[src/hdl/bole_pkg.sv]
// Shared types and constants for the bounded ordered list engine.
// Holds request modes, status codes, step constants and controller/datapath structs.
// No dependencies.
package bole_pkg;

  localparam logic [3:0] MODE_PUSH_FRONT = 4'd0;
  localparam logic [3:0] MODE_PUSH_BACK  = 4'd1;
  localparam logic [3:0] MODE_POP_FRONT  = 4'd2;
  localparam logic [3:0] MODE_POP_BACK   = 4'd3;
  localparam logic [3:0] MODE_REMOVE     = 4'd4;
  localparam logic [3:0] MODE_FIND       = 4'd5;
  localparam logic [3:0] MODE_COUNT      = 4'd6;
  localparam logic [3:0] MODE_DUMP       = 4'd7;

  localparam logic [2:0] STAT_OK        = 3'd0;
  localparam logic [2:0] STAT_EMPTY     = 3'd1;
  localparam logic [2:0] STAT_NOT_FOUND = 3'd2;
  localparam logic [2:0] STAT_FULL      = 3'd3;
  localparam logic [2:0] STAT_INVALID   = 3'd4;

  localparam logic signed [3:0] STEP_FRONT = -4'sd4;
  localparam logic signed [3:0] STEP_BACK  = 4'sd2;

  typedef enum logic [1:0] {
    KIND_SIMPLE,
    KIND_REMOVE,
    KIND_FIND,
    KIND_DUMP
  } kind_e;

  // Commands from the controller to the datapath.
  typedef struct packed {
    logic capture;
    logic exec_simple;
    logic emit_scan_empty;
    logic rd_cur;
    logic rd_next;
    logic idx_inc;
    logic wr_shift;
    logic emit_hit;
    logic emit_not_found;
    logic emit_dump;
    logic remove_done;
  } ctrl_cmd_t;

  // Status from the datapath to the controller.
  typedef struct packed {
    kind_e kind;
    logic  cnt_zero;
    logic  match;
    logic  idx_last;
    logic  idx_last2;
  } dp_stat_t;

endpackage

[src/hdl/bole_dpath.sv]
// Datapath of the bounded ordered list engine: circular element store,
// front index, count, step, scan index and the registered result ports.
// Depends on bole_pkg.
module bole_dpath import bole_pkg::*; #(
  parameter int DEPTH = 16
) (
  input  logic               clk_i,
  input  logic               rst_ni,
  input  logic [3:0]         mode_i,
  input  logic signed [31:0] value_i,
  input  ctrl_cmd_t          cmd_i,
  output dp_stat_t           stat_o,
  output logic               strobe_o,
  output logic [2:0]         status_o,
  output logic signed [31:0] element_o,
  output logic [4:0]         position_o,
  output logic signed [6:0]  scaled_offset_o,
  output logic [4:0]         count_o,
  output logic               last_o
);

  localparam int AW = $clog2(DEPTH);
  localparam int CW = $clog2(DEPTH + 1);
  localparam int XW = AW + 2;
  localparam logic [AW:0]   DEPTH_W = (AW + 1)'(DEPTH);
  localparam logic [CW-1:0] FULL_C  = CW'(DEPTH);
  localparam logic [AW-1:0] LAST_SLOT = AW'(DEPTH - 1);

  logic [31:0]        mem_q [DEPTH];
  logic [31:0]        rd_data_q;
  logic [3:0]         mode_q;
  logic [31:0]        value_q;
  logic [AW-1:0]      idx_q, idx_d;
  logic [AW-1:0]      front_q, front_d;
  logic [CW-1:0]      count_q, count_d;
  logic signed [3:0]  step_q, step_d;

  logic               mem_we, mem_re;
  logic [AW-1:0]      mem_addr;
  logic [31:0]        mem_wdata;
  logic [AW-1:0]      idx_p1;
  logic [AW-1:0]      front_dec;
  logic               full;
  logic               emit;
  logic [2:0]         o_status;
  logic [31:0]        o_elem;
  logic [4:0]         o_pos;
  logic [6:0]         o_scaled;
  logic               o_last;
  logic [6:0]         idx7;
  logic signed [10:0] prod;
  kind_e              mode_kind;

  function automatic logic [AW-1:0] slot_of(input logic [AW-1:0] front,
                                            input logic [AW-1:0] k);
    logic [AW:0] s;
    s = {1'b0, front} + {1'b0, k};
    if (s >= DEPTH_W) begin
      s = s - DEPTH_W;
    end
    return s[AW-1:0];
  endfunction

  assign idx_p1    = idx_q + AW'(1);
  assign front_dec = (front_q == '0) ? LAST_SLOT : front_q - AW'(1);
  assign full      = (count_q == FULL_C);
  assign idx7      = 7'(idx_q);
  assign prod      = $signed({4'b0000, idx7}) * $signed({{7{step_q[3]}}, step_q});

  always_comb begin
    case (mode_q)
      MODE_REMOVE: mode_kind = KIND_REMOVE;
      MODE_FIND:   mode_kind = KIND_FIND;
      MODE_DUMP:   mode_kind = KIND_DUMP;
      default:     mode_kind = KIND_SIMPLE;
    endcase
  end

  assign stat_o.kind      = mode_kind;
  assign stat_o.cnt_zero  = (count_q == '0);
  assign stat_o.match     = (rd_data_q == value_q);
  assign stat_o.idx_last  = ((XW'(idx_q) + XW'(1)) == XW'(count_q));
  assign stat_o.idx_last2 = ((XW'(idx_q) + XW'(2)) == XW'(count_q));

  always_comb begin
    front_d   = front_q;
    count_d   = count_q;
    step_d    = step_q;
    idx_d     = idx_q;
    mem_we    = 1'b0;
    mem_re    = 1'b0;
    mem_addr  = slot_of(front_q, idx_q);
    mem_wdata = rd_data_q;
    emit      = 1'b0;
    o_status  = STAT_OK;
    o_elem    = '0;
    o_pos     = '0;
    o_scaled  = '0;
    o_last    = 1'b1;

    if (cmd_i.capture) begin
      idx_d = '0;
    end else if (cmd_i.idx_inc) begin
      idx_d = idx_p1;
    end

    if (cmd_i.exec_simple) begin
      emit = 1'b1;
      case (mode_q)
        MODE_PUSH_FRONT: begin
          step_d = STEP_FRONT;
          if (full) begin
            o_status = STAT_FULL;
          end else begin
            front_d   = front_dec;
            mem_we    = 1'b1;
            mem_addr  = front_dec;
            mem_wdata = value_q;
            count_d   = count_q + CW'(1);
          end
        end
        MODE_PUSH_BACK: begin
          step_d = STEP_BACK;
          if (full) begin
            o_status = STAT_FULL;
          end else begin
            mem_we    = 1'b1;
            mem_addr  = slot_of(front_q, AW'(count_q));
            mem_wdata = value_q;
            count_d   = count_q + CW'(1);
          end
        end
        MODE_POP_FRONT: begin
          if (count_q == '0) begin
            o_status = STAT_EMPTY;
          end else begin
            front_d = slot_of(front_q, AW'(1));
            count_d = count_q - CW'(1);
          end
        end
        MODE_POP_BACK: begin
          if (count_q == '0) begin
            o_status = STAT_EMPTY;
          end else begin
            count_d = count_q - CW'(1);
          end
        end
        MODE_COUNT: begin
          o_status = STAT_OK;
        end
        default: begin
          o_status = STAT_INVALID;
        end
      endcase
    end

    if (cmd_i.emit_scan_empty) begin
      emit     = 1'b1;
      o_status = (mode_q == MODE_DUMP) ? STAT_EMPTY : STAT_NOT_FOUND;
    end

    if (cmd_i.rd_cur) begin
      mem_re   = 1'b1;
      mem_addr = slot_of(front_q, idx_q);
    end

    if (cmd_i.rd_next) begin
      mem_re   = 1'b1;
      mem_addr = slot_of(front_q, idx_p1);
    end

    if (cmd_i.wr_shift) begin
      mem_we    = 1'b1;
      mem_addr  = slot_of(front_q, idx_q);
      mem_wdata = rd_data_q;
    end

    if (cmd_i.emit_hit) begin
      emit     = 1'b1;
      // The position is one wider than the index so a hit in the last slot
      // of a full list reads as DEPTH.
      o_pos    = 5'({1'b0, idx_q} + (AW + 1)'(1));
      o_scaled = prod[6:0];
    end

    if (cmd_i.emit_not_found) begin
      emit     = 1'b1;
      o_status = STAT_NOT_FOUND;
    end

    if (cmd_i.emit_dump) begin
      emit   = 1'b1;
      o_elem = rd_data_q;
      o_last = stat_o.idx_last;
    end

    if (cmd_i.remove_done) begin
      emit    = 1'b1;
      count_d = count_q - CW'(1);
    end
  end

  // Single-port element store with registered read data.
  always_ff @(posedge clk_i) begin
    if (mem_we) begin
      mem_q[mem_addr] <= mem_wdata;
    end
    if (mem_re) begin
      rd_data_q <= mem_q[mem_addr];
    end
  end

  always_ff @(posedge clk_i or negedge rst_ni) begin
    if (!rst_ni) begin
      front_q  <= '0;
      count_q  <= '0;
      step_q   <= '0;
      strobe_o <= 1'b0;
    end else begin
      front_q  <= front_d;
      count_q  <= count_d;
      step_q   <= step_d;
      strobe_o <= emit;
    end
  end

  always_ff @(posedge clk_i) begin
    idx_q <= idx_d;
    if (cmd_i.capture) begin
      mode_q  <= mode_i;
      value_q <= value_i;
    end
    if (emit) begin
      status_o        <= o_status;
      element_o       <= o_elem;
      position_o      <= o_pos;
      scaled_offset_o <= o_scaled;
      count_o         <= 5'(count_d);
      last_o          <= o_last;
    end
  end

endmodule

[src/hdl/bole_ctrl.sv]
// Controller of the bounded ordered list engine: sequences decode, scan,
// shift and read-out steps and issues commands to the datapath.
// Depends on bole_pkg.
module bole_ctrl import bole_pkg::*; (
  input  logic      clk_i,
  input  logic      rst_ni,
  input  logic      start_i,
  input  dp_stat_t  stat_i,
  output ctrl_cmd_t cmd_o,
  output logic      busy_o
);

  localparam logic [2:0] S_IDLE   = 3'd0;
  localparam logic [2:0] S_DECODE = 3'd1;
  localparam logic [2:0] S_CHECK  = 3'd2;
  localparam logic [2:0] S_SHWR   = 3'd3;
  localparam logic [2:0] S_SHRD   = 3'd4;

  logic [2:0] state_q, state_d;

  always_comb begin
    state_d = state_q;
    cmd_o   = '0;
    case (state_q)
      S_IDLE: begin
        if (start_i) begin
          cmd_o.capture = 1'b1;
          state_d       = S_DECODE;
        end
      end
      S_DECODE: begin
        if (stat_i.kind == KIND_SIMPLE) begin
          cmd_o.exec_simple = 1'b1;
          state_d           = S_IDLE;
        end else if (stat_i.cnt_zero) begin
          cmd_o.emit_scan_empty = 1'b1;
          state_d               = S_IDLE;
        end else begin
          cmd_o.rd_cur = 1'b1;
          state_d      = S_CHECK;
        end
      end
      S_CHECK: begin
        case (stat_i.kind)
          KIND_DUMP: begin
            cmd_o.emit_dump = 1'b1;
            if (stat_i.idx_last) begin
              state_d = S_IDLE;
            end else begin
              cmd_o.rd_next = 1'b1;
              cmd_o.idx_inc = 1'b1;
            end
          end
          KIND_REMOVE: begin
            if (stat_i.match && stat_i.idx_last) begin
              cmd_o.remove_done = 1'b1;
              state_d           = S_IDLE;
            end else if (stat_i.match) begin
              cmd_o.rd_next = 1'b1;
              state_d       = S_SHWR;
            end else if (stat_i.idx_last) begin
              cmd_o.emit_not_found = 1'b1;
              state_d              = S_IDLE;
            end else begin
              cmd_o.rd_next = 1'b1;
              cmd_o.idx_inc = 1'b1;
            end
          end
          default: begin
            if (stat_i.match) begin
              cmd_o.emit_hit = 1'b1;
              state_d        = S_IDLE;
            end else if (stat_i.idx_last) begin
              cmd_o.emit_not_found = 1'b1;
              state_d              = S_IDLE;
            end else begin
              cmd_o.rd_next = 1'b1;
              cmd_o.idx_inc = 1'b1;
            end
          end
        endcase
      end
      S_SHWR: begin
        cmd_o.wr_shift = 1'b1;
        cmd_o.idx_inc  = 1'b1;
        if (stat_i.idx_last2) begin
          cmd_o.remove_done = 1'b1;
          state_d           = S_IDLE;
        end else begin
          state_d = S_SHRD;
        end
      end
      S_SHRD: begin
        cmd_o.rd_next = 1'b1;
        state_d       = S_SHWR;
      end
      default: begin
        state_d = S_IDLE;
      end
    endcase
  end

  assign busy_o = (state_q != S_IDLE);

  always_ff @(posedge clk_i or negedge rst_ni) begin
    if (!rst_ni) begin
      state_q <= S_IDLE;
    end else begin
      state_q <= state_d;
    end
  end

endmodule

[src/hdl/bounded_ordered_list_engine.sv]
// Top level of the bounded ordered list engine.
// Joins the controller (bole_ctrl) and the datapath (bole_dpath); uses bole_pkg.
//
// Usage: a request (mode_i, value_i) is taken at a rising edge where start is
// high and busy is low. Each result appears on the result ports for exactly
// one cycle with strobe_o high; the receiver cannot stall, so it must take it.
// Simple modes (push, pop, count, invalid) and requests on an empty list
// are handled in the decode state; their single result is then registered
// onto the result ports, and busy drops in the same cycle the result shows.
// Find and remove read the single-port store one entry per cycle, from the
// front up to a hit or the last entry. A remove that hits at position p then
// shifts every later element down one slot, with a read and then a write for
// each; the one memory port keeps these from overlapping, and a hit at the
// front is the worst case. A dump gives one result per cycle, element by
// element from the front, with last_o on the final one.
// A new request can be taken in the same cycle the final result is shown.
// Reset (rst_ni low, asynchronous) empties the list, clears the front index and
// step, and returns the controller to idle. The store itself is not cleared;
// only slots holding live elements are ever read.
module bounded_ordered_list_engine import bole_pkg::*; #(
  parameter int DEPTH = 16
) (
  input  logic               clk_i,
  input  logic               rst_ni,
  input  logic               start,
  output logic               busy,
  input  logic [3:0]         mode_i,
  input  logic signed [31:0] value_i,
  output logic               strobe_o,
  output logic [2:0]         status_o,
  output logic signed [31:0] element_o,
  output logic [4:0]         position_o,
  output logic signed [6:0]  scaled_offset_o,
  output logic [4:0]         count_o,
  output logic               last_o
);

  ctrl_cmd_t cmd;
  dp_stat_t  stat;

  // The controller only sequences; all list state lives in the datapath.
  bole_ctrl u_ctrl (
    .clk_i   (clk_i),
    .rst_ni  (rst_ni),
    .start_i (start),
    .stat_i  (stat),
    .cmd_o   (cmd),
    .busy_o  (busy)
  );

  bole_dpath #(
    .DEPTH (DEPTH)
  ) u_dpath (
    .clk_i           (clk_i),
    .rst_ni          (rst_ni),
    .mode_i          (mode_i),
    .value_i         (value_i),
    .cmd_i           (cmd),
    .stat_o          (stat),
    .strobe_o        (strobe_o),
    .status_o        (status_o),
    .element_o       (element_o),
    .position_o      (position_o),
    .scaled_offset_o (scaled_offset_o),
    .count_o         (count_o),
    .last_o          (last_o)
  );

endmodule

[config.mk]
export PLATFORM = sky130hd
export DESIGN_NAME = bounded_ordered_list_engine
export DESIGN_NICKNAME = d
export VERILOG_FILES = /design/src/hdl/bole_pkg.sv /design/src/hdl/bole_dpath.sv /design/src/hdl/bole_ctrl.sv /design/src/hdl/bounded_ordered_list_engine.sv
export SDC_FILE = /design/constraint.sdc
export NUM_CORES = 1
export LEC_CHECK = 0
export BUFFER_PORTS_ARGS = -buffer_cell sky130_fd_sc_hd__buf_4
export CAP_MARGIN = 15
export CORE_MARGIN = 3
export CORE_UTILIZATION = 32
export CTS_CLUSTER_DIAMETER = 80
export DETAILED_ROUTE_END_ITERATION = 10
export GPL_TIMING_DRIVEN = 0
export SETUP_SLACK_MARGIN = 0.15
export SLEW_MARGIN = 20
export SYNTH_ARGS = -nofsm -noshare
export SYNTH_HDL_FRONTEND = slang
export SYNTH_SLANG_ARGS = --single-unit
[constraint.sdc]
create_clock -name clk_i -period 4.9 [get_ports clk_i]
set_clock_uncertainty 0.05 [all_clocks]
set_input_delay 0.98 -clock clk_i [delete_from_list [all_inputs] [get_ports clk_i]]
set_output_delay 0.98 -clock clk_i [all_outputs]
set_load 0.05 [all_outputs]
Yosys cells after proc, flatten, opt, wreduce, memory -nomap -nowiden
Memories as Yosys holds them, arrays and structs flattened. A register that Yosys moved wholly into a read port is not among the register bits.
Cells that the tools add are included.

word-level totals
  flip-flop bits (word level) = 110
  memory bits (writable) = 512
  bits of input ports = 39
  output and inout bits = 55
  word-level logic and storage cells = 153
  memories kept = 1

cells by class
  $add $sub $neg = 15
  $mul = 1
  $lt $le $gt $ge = 4
  equality and inequality tests = 20
  multiplexer cells = 84
  reduce and logical (&&, ||, !) cells = 14

memories
  memory         words  width  read ports  clocked after Yosys merged registers in  wr ports  RTL line          text
  u_dpath.mem_q  16     32     1           1                                        1         bole_dpath.sv:29  logic [31:0] mem_q [DEPTH];

operators with widths
  operator               number
  $mux W32               4
  $mux W4                13
  $eq A32 B32 Y1         1
  $mux W1                32
  $mux W3                10
  $pmux W4 S2            3
  $ge A5 B5 Y1 const B   4
  $mux W5                4
  $sub A4 B1 Y4 const B  5
  $eq A4 B3 Y1 const B   4
  $mux W2                8
  $add A4 B1 Y5 const B  3
  $add A4 B4 Y5          3
  $pmux W3 S5            1
  $eq A6 B5 Y1           2
  $pmux W5 S2            1
  $pmux W3 S3            1
  $eq A4 B2 Y1 const B   2
  $logic_not A4 Y1       2
  $pmux W1 S2            4
  $mul A5 B4 Y7          1
  $eq A3 B2 Y1 const B   2
  $ne A2 B2 Y1 const B   3
  $pmux W2 S3            1
  21 further kinds       24

Logic depth before layout (Yosys ltp)
  word-level depth = 11
  depth in mapped cells = 14
  depth with buffers taken out = 12

By module
From an unflattened synthesis, not the netlist that was laid out.

second synthesis, totals
  cells, all modules = 1897
  area total of the unflattened synthesis = 26852.0 um^2

by module, submodules not included
  module      times used  cells an instance  area each (um^2)  seq. area each (um^2)
  bole_dpath  1           1859               26568.0           19358.6
  bole_ctrl   1           38                 284.0             75.1

Worst setup path after synthesis
OpenSTA, ideal clock, no wires.

  kind = register -> register
  from = reg u_dpath.front_q[0]
  to = mem u_dpath.mem_q[2][0], enable pin
  setup time = 421 ps
  arrival = 4036 ps
  required time = 4429 ps
  slack = 392 ps
  stages on the path, launching flop included = 14
  clock period less this slack = 4508 ps
  path through = dfrtp_1 ha_1 fa_1 nor2b_1 a211oi_1 mux2i_1 nor3_2 a21bo_1 buf_2 nand3_4 buf_2 clkbuf_1 nand2_1 nor2_1

between the ends
  cells in the longest elaborated chain, start to end = 9
  elaborated cells on any way between the ends = 22
  those cells by class = 7 x add/sub; 3 x order compare; 11 x mux; 1 x reduce/logical

ends and longest elaborated chain
  element                                        RTL line                              text
  start, declared                                bole_dpath.sv:34                      logic [AW-1:0] front_q, front_d;
  start signal, assigned                         bole_dpath.sv:220                     front_q <= front_d;
  $add A4 B4 Y5                                  bole_dpath.sv:57                      s = {1'b0, front} + {1'b0, k};
  $sub A4 B1 Y4 or $ge A5 B5 Y1 (tied branches)  bole_dpath.sv:59, bole_dpath.sv:58
  $mux W4                                        bole_dpath.sv:58                      if (s >= DEPTH_W) begin
  $mux W4, on equally long branches              bole_dpath.sv:124, bole_dpath.sv:112
  $pmux W4 S2                                    bole_dpath.sv:109                     case (mode_q)
  $mux W4                                        bole_dpath.sv:107                     if (cmd_i.exec_simple) begin
  $mux W4                                        bole_dpath.sv:162                     if (cmd_i.rd_cur) begin
  $mux W4                                        bole_dpath.sv:167                     if (cmd_i.rd_next) begin
  $mux W4 (*)                                    bole_dpath.sv:172                     if (cmd_i.wr_shift) begin
  end, declared                                  bole_dpath.sv:29

Every way passes the cells marked *; elsewhere a longest branch is shown, timed or not.

Final worst setup path
  from = reg u_dpath.rd_data_q[19] (read register of u_dpath.mem_q)
  to = reg u_dpath.rd_data_q[9] (read register of u_dpath.mem_q), data pin

between the ends
  cells in the longest elaborated chain, start to end = 7
  elaborated cells on any way between the ends = 10
  those cells by class = 1 x eq/ne; 8 x mux; 1 x reduce/logical

ends and longest elaborated chain
  element                                         RTL line                          text
  start, declared                                 bole_dpath.sv:30                  logic [31:0] rd_data_q;
  $eq A32 B32 Y1 (*)                              bole_dpath.sv:81                  assign stat_o.match = (rd_data_q == value_q);
  $mux W1 or $logic_and A1 B1 Y1 (tied branches)  bole_ctrl.sv:58, bole_ctrl.sv:55
  $mux W2                                         bole_ctrl.sv:55                   if (stat_i.match && stat_i.idx_last) begin
  $pmux W2 S2 (*)                                 bole_ctrl.sv:44                   case (stat_i.kind)
  $pmux W1 S2 (*)                                 bole_ctrl.sv:24                   case (state_q)
  $mux W4                                         bole_dpath.sv:167
  $mux W4                                         bole_dpath.sv:172

Marked as above.
A chain may end at the register's enable or synchronous reset.

==> impl_metrics.yaml <==
timing:
  worstMarginPinSlew_ns: 1.13
  slew_violations: 0
  hold_viol: 0
  fmax_mhz: 206
  period_share_pct: 99.0
  setup_ws_ns: 0.0477
  rsz0062_at_grt: "true"
  setup_viol: 0
  max_slew_margin_pct: 24.7
  fin_crit_ns: 4.85
synth:
  ys_top_cells_by_area: "edfxtp_1 68%, nand2_1 3.5%, o31ai_1 2.7%, a211oi_1 2.6%, mux2i_1 2.5%"
  yosys_warnings: 0
  syn_area_sq_um: 27800
  postSynthAreaPerCell_sq_um: 14.2
  synth_most_common_cell: "edfxtp_1"
  yosysSeqAreaShare_pct: 69.9
  syn_inst: 1954
  ys_ff_latch: 651
  ys_top_cells_by_count: "632 x edfxtp_1, 256 x nand2_1, 107 x nand4_1"
  synth_flop_cell: "edfxtp_1"
  synth-edff-count: 632
  mappedNetlistNets: 2024
  synth.distinct_cells: 69
  synth_top_area_share_pct: 68.3
  yosysTopAreaCell: "edfxtp_1"
  async_flop_share_pct: 2.30
routing:
  drc: 0
  routedWlPerCell_um: 24.8
  drtIter0Drc: 2010
  wl_mm: 83.4
  dr.pass1.iters: 6
  vias_per_cell: 5.44
  vias: 18300
  ant_nets: 0
placement:
  dp_hpwl_mm: 57.8
  io_buffers: 92
  gp_congestion: 0.880
  pre_cts_ws_ns: -0.984
floorplanning:
  dieWidth_um: 301
  start_util_pct: 32.4
  io_pins: 94
  rows: 107
  die_area_sq_um: 90400
  coreArea_sq_um: 85700
  die_h_um: 301
min_path:
  hp-class: "in -> async"
cts:
  clock-sinks: 651
  root_buffer: "clkbuf_16"
  cts_tree: "built"
  cts_buffers: 70
  cts.path.max_buffers: 3
  clk_latency_ns: 0.62
  htreeDepth: 3
  clkTransAtPathRegs_ns: 0.06
setup_path:
  r2r_slack_ns: 0.05
  critPathKind: "reg -> reg"
  cp.arrival_ns: 5.15
  r2r_cells: 11
  cp_max_fo: 10
  worstPathRequired_ns: 5.20
  worstSetupStartpointType: "register"
  end_kind: "register"
  r2r-end: "u_dpath.rd_data_q[9]"
  reg2reg_from: "u_dpath.rd_data_q[19]"
job:
  max_cap_violations: 0
global_routing:
  grt_pass1_wl_mm: 121
  gr-total-overflow: 0
  track_usage_pct: 18.1
  grt_max_degree: 23
  grt_pass1_vias: 18200
  antenna_found_initial: 0
finish:
  fin_nets: 2244
  num-fill-cells: 7897
  area_growth_pct: 20.9
  antenna_cells: 0
  drive_gt1_share_pct: 18.0
outcome:
  outcome: "finished clean"
-- repair_timing --
item | CTS | global route
endpoints found under the setup margin | 544 | 367
hold buffers | 0 | 0
pin swaps | 15 | 7
resized for setup | 46 | 42
setup buffers | 11 | 10
-- cell type report --
| type | instances | area, sq um | area share, % |
|---|---|---|---|
| sequential | 651 | 19400 | 57.8 |
| multi-input combinational | 1144 | 8030 | 23.9 |
| clock buffer | 90 | 1900 | 5.65 |
| timing repair buffer | 148 | 1760 | 5.23 |
| tap | 1144 | 1430 | 4.26 |
| buffer | 147 | 684 | 2.04 |
| clock inverter | 35 | 334 | 0.994 |
| inverter | 12 | 45.0 | 0.134 |
-- layer usage --
| metal | up-vias | wire (um) | global-route usage (%) |
|---|---|---|---|
| met5 | - | 0 | 0 |
| met1 | 9181 | 33700 | 23.9 |
| met2 | 907 | 38400 | 28.6 |
| met4 | 0 | 3150 | 6.61 |
| li1 | 8069 | - | - |
| met3 | 171 | 8160 | 4.79 |
-- cell usage in the layout, fill, tap and decap left out, types with 11 or more instances in the layout --
master / count
edfxtp_1: 632
nand2_1: 254
buf_4: 111
nand4_1: 107
o31ai_1: 100
a211oi_1: 98
a21oi_1: 87
clkbuf_1: 79
clkbuf_16: 73
mux2i_1: 68
and2_1: 48
xnor2_1: 48
buf_2: 40
o22ai_1: 34
mux2_2: 32
or4b_1: 32
nor2_1: 29
ha_1: 25
buf_16: 23
buf_1: 18
a2111oi_1: 18
nor2_4: 17
dfrtp_1: 15
inv_1: 12
clkbuf_2: 12
clkinv_2: 12
clkinv_1: 12
buf_12: 12
xor2_1: 11
-- how the worst max path moves through the flow --
stage | startpoint | slack, ns | depth (start not counted) | endpoint
after floorplan | u_dpath.front_q[0] | 0.39 | 13 | u_dpath.mem_q[2][0]
after global placement | u_dpath.rd_data_q[28] | -3.23 | 11 | u_dpath.mem_q[15][11]
after detailed placement | u_dpath.rd_data_q[28] | -0.98 | 11 | u_dpath.rd_data_q[3]
after CTS | u_dpath.rd_data_q[25] | 0.12 | 11 | u_dpath.rd_data_q[17]
after global routing | u_dpath.rd_data_q[28] | 0.03 | 11 | u_dpath.rd_data_q[15]
final | u_dpath.rd_data_q[19] | 0.05 | 11 | u_dpath.rd_data_q[9]
-- flip-flops by register name (all words and copies together), names as in the netlist, 5 cells and up --
register and cells:
u_dpath.element_o 32, u_dpath.rd_data_q 32, u_dpath.count_q 5, u_dpath.mem_q 512
u_dpath.count_o 5, u_dpath.scaled_offset_o 6, u_dpath.position_o 5, u_dpath.value_q 32
-- critical path, cell delays in order, from the launching register on --
cell and delay [ns]:
edfxtp_1 0.47, xnor2_1 0.57, nand4_1 0.28, nor4_4 0.41, and4b_1 0.33, or3b_1 0.18, and3_1 0.19, buf_2 0.31
nor2_1 0.21, buf_1 0.39, a2111oi_0 0.63, or4b_1 0.54
-- logic make-up after synthesis --
logic type / count (synthesis) / share of synthesized area, %
other: 1 / 0.0135
adder cells (fa/ha/maj): 31 / 1.56
buffers and inverters: 159 / 2.49
XOR/XNOR: 66 / 2.08
multiplexers: 105 / 3.96
AND/OR/NAND/NOR: 547 / 10.1
AO/OA/AOI/OAI: 394 / 9.88
flip-flops: 651 / 69.9
-- through the flow --
step           util (%)  cell area [sq um]  hold slack [ns]  instances  setup TNS (ns)
3_5_place_dp       36.0              30900            0.529       3225         -279.22
5_1_grt            39.2              33600            0.167       3371               0
2_1_floorplan         -              27800            0.475       1954               0
4_1_cts            39.0              33400            0.151       3361               0
6_report           39.2              33600            0.181       3371               0
3_3_place_gp       34.9              29900            0.535       3190        -1541.30
Power is not shown: default switching activity piles up to over one toggle a cycle in this logic, so the estimate is an artifact.
